--- src/rtl/core/pet_pkg.sv ---
// ----------------------------------------------------------------------------
// pet_pkg: shared types and constants of the exponential intensity transform
// Pixel word types, register index codes, pipeline sizes and the constant
// threshold table ceil(65536 * ln(m)) that the search stages compare against.
// ----------------------------------------------------------------------------
package pet_pkg;

  // Channel and arithmetic widths
  localparam int ChanW   = 8;
  localparam int ScaleW  = 24;
  localparam int ProdW   = ChanW + ScaleW;
  localparam int ThrW    = 19;
  localparam int Entries = 1 << ChanW;

  // Search over the result bits, a fixed number of bits per stage
  localparam int StageBits    = 2;
  localparam int SearchStages = ChanW / StageBits;
  // Product register plus the search stages
  localparam int Latency      = SearchStages + 1;

  // ln(2) in unsigned Q0.64, truncated
  localparam logic [63:0] Ln2Q64 = 64'hB17217F7D1CF79AB;

  // Configuration register indexes
  typedef enum logic [1:0] {
    CFG_INV_SCALE = 2'd0,
    CFG_RED_EN    = 2'd1,
    CFG_GREEN_EN  = 2'd2,
    CFG_BLUE_EN   = 2'd3
  } pet_cfg_idx_e;

  // Input pixel word
  typedef struct packed {
    logic [ChanW-1:0] red_value;
    logic [ChanW-1:0] green_value;
    logic [ChanW-1:0] blue_value;
  } pet_pix_in_t;

  // Result pixel word
  typedef struct packed {
    logic [ChanW-1:0] red_result;
    logic [ChanW-1:0] green_result;
    logic [ChanW-1:0] blue_result;
  } pet_pix_out_t;

  // Entry j holds ceil(65536 * ln(j + 1)); entry 0 is never read
  typedef logic [Entries-1:0][ThrW-1:0] pet_thr_tab_t;

  // Build the table at elaboration: bitwise log2 by repeated squaring of a
  // Q2.62 mantissa, then scale by ln(2) and round up to 16 fraction bits.
  function automatic pet_thr_tab_t pet_build_thr();
    pet_thr_tab_t  tab;
    logic [63:0]   y;
    logic [127:0]  sq;
    logic [55:0]   lg;
    logic [127:0]  prod;
    int            m;
    int            e;
    tab = '0;
    for (int j = 1; j < Entries; j++) begin
      m = j + 1;
      e = 0;
      for (int k = 1; k <= ChanW; k++) begin
        if (m >= (1 << k)) begin
          e = k;
        end
      end
      y  = 64'(m) << (62 - e);
      lg = '0;
      lg[55:52] = 4'(e);
      for (int b = 51; b >= 0; b--) begin
        sq = {64'd0, y} * {64'd0, y};
        y  = sq[125:62];
        if (y[63]) begin
          lg[b] = 1'b1;
          y     = y >> 1;
        end
      end
      prod   = {72'd0, lg} * {64'd0, Ln2Q64};
      tab[j] = ThrW'((prod + ((128'd1 << 100) - 128'd1)) >> 100);
    end
    return tab;
  endfunction

  localparam pet_thr_tab_t ThrTab = pet_build_thr();

endpackage

--- src/rtl/core/pixel_exponential_transform.sv ---
// ----------------------------------------------------------------------------
// pixel_exponential_transform: exponential intensity transform on RGB pixels
// Takes one pixel word per cycle and returns floor(e^x) - 1 per enabled
// channel, with x = v * inverse_scale / 2^16, saturating at 255.
// ----------------------------------------------------------------------------
// A pixel word is taken at every clock edge where start is high; busy stays
// low, so the block accepts one word each cycle with no gaps. Each word comes
// back on result_o flagged by result_strobe_o for one cycle; the receiver
// cannot stall it. The pipeline is one multiply stage (8 x 24 bit product)
// plus four search stages, each resolving two result bits against a constant
// 256-entry threshold table. Configuration writes take effect at once and
// belong to idle periods.
module pixel_exponential_transform (
  input  logic                   clk_i,
  input  logic                   rst_ni,
  input  logic                   start,
  output logic                   busy,
  input  pet_pkg::pet_pix_in_t   pixel_i,
  output logic                   result_strobe_o,
  output pet_pkg::pet_pix_out_t  result_o,
  input  logic                   cfg_we_i,
  input  logic [1:0]             cfg_idx_i,
  input  logic [pet_pkg::ScaleW-1:0] cfg_wdata_i
);
  import pet_pkg::*;

  logic [ScaleW-1:0] inv_scale_q;
  logic              red_en_q;
  logic              green_en_q;
  logic              blue_en_q;
  logic [Latency-1:0] vld_q;
  logic              accept;

  assign busy   = 1'b0;
  assign accept = start && !busy;

  // Write configuration registers; the enable registers keep only bit 0
  always_ff @(posedge clk_i or negedge rst_ni) begin
    if (!rst_ni) begin
      inv_scale_q <= ScaleW'(1425);
      red_en_q    <= 1'b1;
      green_en_q  <= 1'b1;
      blue_en_q   <= 1'b1;
    end else if (cfg_we_i) begin
      unique case (pet_cfg_idx_e'(cfg_idx_i))
        CFG_INV_SCALE: inv_scale_q <= cfg_wdata_i;
        CFG_RED_EN:    red_en_q    <= cfg_wdata_i[0];
        CFG_GREEN_EN:  green_en_q  <= cfg_wdata_i[0];
        CFG_BLUE_EN:   blue_en_q   <= cfg_wdata_i[0];
        default: ;
      endcase
    end
  end

  // Carry the valid bit alongside the data stages
  always_ff @(posedge clk_i or negedge rst_ni) begin
    if (!rst_ni) begin
      vld_q <= '0;
    end else begin
      vld_q <= {vld_q[Latency-2:0], accept};
    end
  end

  assign result_strobe_o = vld_q[Latency-1];

  pet_channel u_red (
    .clk_i      (clk_i),
    .in_value_i (pixel_i.red_value),
    .en_i       (red_en_q),
    .scale_i    (inv_scale_q),
    .result_o   (result_o.red_result)
  );

  pet_channel u_green (
    .clk_i      (clk_i),
    .in_value_i (pixel_i.green_value),
    .en_i       (green_en_q),
    .scale_i    (inv_scale_q),
    .result_o   (result_o.green_result)
  );

  pet_channel u_blue (
    .clk_i      (clk_i),
    .in_value_i (pixel_i.blue_value),
    .en_i       (blue_en_q),
    .scale_i    (inv_scale_q),
    .result_o   (result_o.blue_result)
  );

  // Every accepted word comes out after the fixed latency
  a_latency: assert property (@(posedge clk_i) disable iff (!rst_ni)
    accept |-> ##(Latency) result_strobe_o)
    else $error("accepted word did not appear after the pipeline latency");

  // A disabled channel returns its input value unchanged
  a_red_pass: assert property (@(posedge clk_i) disable iff (!rst_ni)
    (result_strobe_o && !$past(red_en_q, Latency))
    |-> (result_o.red_result == $past(pixel_i.red_value, Latency)))
    else $error("disabled red channel did not pass its value through");

  // A zero scale gives x = 0 and a zero result on an enabled channel
  a_zero_scale: assert property (@(posedge clk_i) disable iff (!rst_ni)
    (result_strobe_o && $past(green_en_q, Latency)
     && ($past(inv_scale_q, Latency) == '0))
    |-> (result_o.green_result == '0))
    else $error("zero scale produced a nonzero green result");

endmodule

--- src/rtl/core/pet_channel.sv ---
// ----------------------------------------------------------------------------
// pet_channel: one color channel of the exponential transform
// Registers v * inverse_scale, then finds the count of thresholds reached by
// a pipelined binary search, two result bits per stage, and muxes in the
// raw value when the channel is disabled.
// ----------------------------------------------------------------------------
module pet_channel (
  input  logic                        clk_i,
  input  logic [pet_pkg::ChanW-1:0]   in_value_i,
  input  logic                        en_i,
  input  logic [pet_pkg::ScaleW-1:0]  scale_i,
  output logic [pet_pkg::ChanW-1:0]   result_o
);
  import pet_pkg::*;

  logic [ProdW-1:0] p_q   [SearchStages];
  logic [ChanW-1:0] cnt_q [SearchStages];
  logic [ChanW-1:0] v_q   [SearchStages];
  logic             en_q  [SearchStages];
  logic [ChanW-1:0] cnt_d [SearchStages];
  logic [ChanW-1:0] res_q;

  // Decide the next result bits of every stage, most significant first
  always_comb begin
    logic [ChanW-1:0] c;
    logic [ChanW-1:0] cand;
    logic [2:0]       bi;
    for (int s = 0; s < SearchStages; s++) begin
      c = cnt_q[s];
      for (int b = 0; b < StageBits; b++) begin
        bi       = 3'(ChanW - 1 - s * StageBits - b);
        cand     = c;
        cand[bi] = 1'b1;
        if ({{(ProdW-ThrW){1'b0}}, ThrTab[cand]} <= p_q[s]) begin
          c = cand;
        end
      end
      cnt_d[s] = c;
    end
  end

  // Advance the data stages every cycle
  always_ff @(posedge clk_i) begin
    p_q[0]   <= {{ScaleW{1'b0}}, in_value_i} * {{ChanW{1'b0}}, scale_i};
    cnt_q[0] <= '0;
    v_q[0]   <= in_value_i;
    en_q[0]  <= en_i;
    for (int s = 1; s < SearchStages; s++) begin
      p_q[s]   <= p_q[s-1];
      cnt_q[s] <= cnt_d[s-1];
      v_q[s]   <= v_q[s-1];
      en_q[s]  <= en_q[s-1];
    end
    res_q <= en_q[SearchStages-1] ? cnt_d[SearchStages-1] : v_q[SearchStages-1];
  end

  assign result_o = res_q;

endmodule

--- config.mk ---
export PLATFORM = sky130hd
export DESIGN_NAME = pixel_exponential_transform
export DESIGN_NICKNAME = d
export VERILOG_FILES = /design/src/rtl/core/pet_pkg.sv /design/src/rtl/core/pixel_exponential_transform.sv /design/src/rtl/core/pet_channel.sv
export SDC_FILE = /design/constraint.sdc
export NUM_CORES = 2
export LEC_CHECK = 0
export ABC_CLOCK_PERIOD_IN_PS = 14500
export BUFFER_PORTS_ARGS = -buffer_cell sky130_fd_sc_hd__buf_4
export CAP_MARGIN = 0
export CORE_ASPECT_RATIO = 0.7
export CORE_MARGIN = 2
export CORE_UTILIZATION = 35
export DETAILED_ROUTE_END_ITERATION = 12
export PLACE_DENSITY_LB_ADDON = 0.25
export SLEW_MARGIN = 10
export SYNTH_ARGS = -nofsm -noshare
export SYNTH_HDL_FRONTEND = slang
export SYNTH_SLANG_ARGS = --single-unit
--- constraint.sdc ---
create_clock -name clk_i -period 14.5 [get_ports clk_i]
set_input_delay 0.725 -clock clk_i [delete_from_list [all_inputs] [get_ports clk_i]]
set_output_delay 0.725 -clock clk_i [all_outputs]
set_load 0.02 [all_outputs]
==> impl_results.md <==
- Status: completed
- CTS root buf: clkbuf_16
- # port buffers: 78
- Min Clock Period, post-route: 9540 ps
- Core Footprint: 163,000 um2
- Post-synth cell types: 109
- Reg power frac: 0.228
- Final GP Congestion: 1.02
- GR Layer Usage met3: 0.0685
- RSZ-0062 raised after global routing: false
- CP Launch Point: u_green.cnt_q[3][2]
- Post-Syn Area: roughly 57,000 um2
- Reg2reg end: u_green.result_o[0]
- Final setup skew: around 70 ps
- Post-DR wirelength/cell: ~23 um
- Peak supply drop: 0.000175 V
- Synth Area in Adders: 0.285
- Final-report setup violation count: 0
- TritonCTS clock tree: built
- Share of cells above drive strength 1: 0.0644
- Multiplexer share of the synthesized area: 0.0226
- Cell repeated most along the worst path: o21a_1
- CTS HTree Levels: 2
- RR Startpoint: u_green.cnt_q[3][2]
- ANT nets after route: 0
- Worst Hold Class: in -> reg
- PnR worst setup slack: 4960 ps
- Clk pin slew, worst setup/hold paths: 70 ps
- Clock sink total: 584
- NetSw: 0.00542 W
- Place WS: 5530 ps
- Synth Area in Simple Gates: 0.180
- CP Data Arrival Time: 10,140 ps
- Cell internal pwr: 0.00652 W
- Worst Setup Start Kind: flip-flop
- Crit Path Class: reg -> reg
- DRT Pass-1 Iters: 7
- Largest net degree at the start of global routing: 79
- CTS Buf Count: just over 60
- Final number of hold-violating endpoints: 0
- Vias in the first global route: approximately 50,000
- Fin Setup TNS: 0 ps
- YS warnings: 0
- XOR/XNOR share of the synthesized area: 0.0125
- Worst slew margin: 0.117
- Initial antenna violation count: 11
- Cells on worst reg2reg path: 32
- Met2 Track Usage GR: 0.339
- Hold Path Stages: 1
- CP peak stage delay: 740 ps
- Least-Margin Pin Slew: between 1000 and 1500 ps
- Post-layout nets: 8,047
- Crit share post-route: 0.658
- Ys async rst share: 0.0548
- Min-delay src: start
- Vias per inst: 5.78
- FMAX: ~100 MHz
- Yosys reg bits: 584
- Die Span Y: 343 um
- Critical-path top delay cell: nor2_1
- Worst R2R Setup Slack: slightly below 5000 ps
- Share of the synthesized area in the top cell type: 0.193
- Hold Path End: vld_q[0]
- Post-synth top area cell: dfxtp_1
- Main combinational cell family by area after synthesis: adder cells
- CTS max path bufs: 3
- # DRC: 0
- Logic pwr share: 0.629
- M1 GR Usage: 0.374
- I/O pins: 80
- Post-Syn Nets: 8,265
- GRT busiest layer: met1
- Required time worst endpoint: 15,090 ps
- Die W: roughly 490 um
- Dpl cell area: 59,800 um2
- Design Area, Final: 62,000 um2
- EDFF count, synth: 0
- Worst hold slack: 129 ps
- Switch share: 0.454
- Pins Over Slew Limit: 0
- Synth Area in Compound Gates: 0.216
- Die area: 167,000 um2
- Post-Syn Instances: between 7,000 and 8,000
- Area Growth Syn to Fin: 8.06%
- Post-Syn Area per Cell: 8.04 um2
- Clk_lat worst skew: 720 ps
- Critical Path End Type: flip-flop
- Clock group share of total power: 0.143
- First-pass GRT wire length: 323,000 um
- Total track usage: 0.247
- Leakage power: about 29 nW
- Synth Flop Type: dfxtp_1
- Initial core utilization: 0.352
- Total chip power: about 0.012 W
- Top cells by area, synth: dfxtp_1, ha_1, fa_1
- DR iter-0 viols: 6,906
- Pwr dens: 193 nW/um2
- Sequential area share after synthesis: 0.207
- Post-Route WL: between 200,000 and 250,000 um
- Post-DP HPWL: around 160,000 um
- Vias: 53,062
- # rows: 124
- GRT overflow: 0
- Worst Path Max Fanout: 31
- Max-cap violations: 0
[worst max-delay path by stage]
stage	end	slack [ps]	depth (start not counted)
floorplan	u_blue.result_o[0]	7140	40
global placement	u_green.result_o[0]	5450	32
detailed placement	u_green.result_o[0]	5530	33
CTS	u_green.result_o[0]	5440	33
global route	u_green.result_o[0]	4600	34
finish	u_green.result_o[0]	4960	32
[Yosys cell counts (12+ instances only)]
master,count
a211o_1,13
a211oi_1,109
a21boi_0,13
a21o_1,118
a21oi_1,528
a221oi_1,41
a22oi_1,19
a311oi_1,38
a31oi_1,104
and2_1,284
and3_1,30
buf_1,70
buf_2,12
clkbuf_1,372
dfrtp_1,24
dfxtp_1,552
fa_1,396
ha_1,672
inv_1,714
mux2_2,59
mux2i_1,39
nand2_1,781
nand2b_1,68
nand3_1,132
nand3b_1,18
nand4_1,75
nand4b_1,12
nor2_1,466
nor2b_1,67
nor3_1,109
nor4_1,52
o2111ai_1,16
o211ai_1,69
o21a_1,67
o21ai_0,474
o21bai_1,21
o221ai_1,27
o22ai_1,61
o311ai_0,35
o31ai_1,50
or2_2,23
xnor2_1,66
xor2_1,16
[cell type report]
class | count | area [um2]
Fill cell | 16824 | 101000
Multi-Input combinational cell | 5374 | 41100
Sequential cell | 584 | 11900
Tap cell | 2205 | 2760
Inverter | 726 | 2730
Clock buffer | 75 | 1660
Timing Repair Buffer | 178 | 1340
Clock inverter | 37 | 567
Antenna cell | 5 | 12.5
[flip-flops by register name (all words and copies together) (netlist names), 8 cells and up]
name and cells:
inv_scale_q 24, u_blue.cnt_q 12, u_blue.p_q 128, u_blue.result_o 8, u_blue.v_q 32, u_green.cnt_q 12
u_green.p_q 128, u_green.result_o 8, u_green.v_q 32, u_red.cnt_q 12, u_red.p_q 128, u_red.result_o 8
u_red.v_q 32
[timing repair]
item / in CTS / in global routing
hold endpoints to repair: 18 / 0
setup buffers: 0 / 0
resized for setup: 0 / 0
hold buffers: 1 / 0
[layer usage]
metal  vias up  routed length (um)
met5         -                  23
met4         4                5510
met3       332               23700
met2      2731               83100
met1     25682               99200
li1      24313                   -
[critical path: cells and delay by family (launching register included)]
family / cells / cell delay [ps]
compound gates: 15 / 2600
fa+ha+maj: 4 / 1930
flops: 1 / 310
buf+inv: 4 / 1630
simple gates: 9 / 2950
[stage by stage]
stage / utilization / cells
after global placement: 0.367 / 9066
after detailed placement: 0.367 / 9066
final: 0.380 / 9184
after global routing: 0.380 / 9183
after floorplan: - / 7143
after CTS: 0.380 / 9179
[power by group through the flow]
stage	clock, W	sequential, W	combinational (W)
floorplan	0	0.00254	0.00583
global placement	0	0.00275	0.00740
detailed placement	0	0.00276	0.00748
CTS	0.00175	0.00273	0.00756
global route	0.00181	0.00280	0.00862
finish	0.00170	0.00273	0.00751
[cells by family after synthesis]
logic type               after synthesis
XOR/XNOR                              82
AND/OR/NAND/NOR                     2171
flip-flops                           584
AO/OA/AOI/OAI                       1943
adder cells (fa/ha/maj)             1068
multiplexers                         109
other                                  1
buffers and inverters               1185
[cell usage in the layout (no fill, tap or decap), types with 177 or more instances in the layout]
master and count:
nor2_1 466, nand2_1 781, and2_1 284, inv_1 713, fa_1 396, ha_1 672, dfxtp_1 533, a21oi_1 528
buf_4 177, o21ai_0 474
No activity file was read; power rests on OpenSTA's default activity.
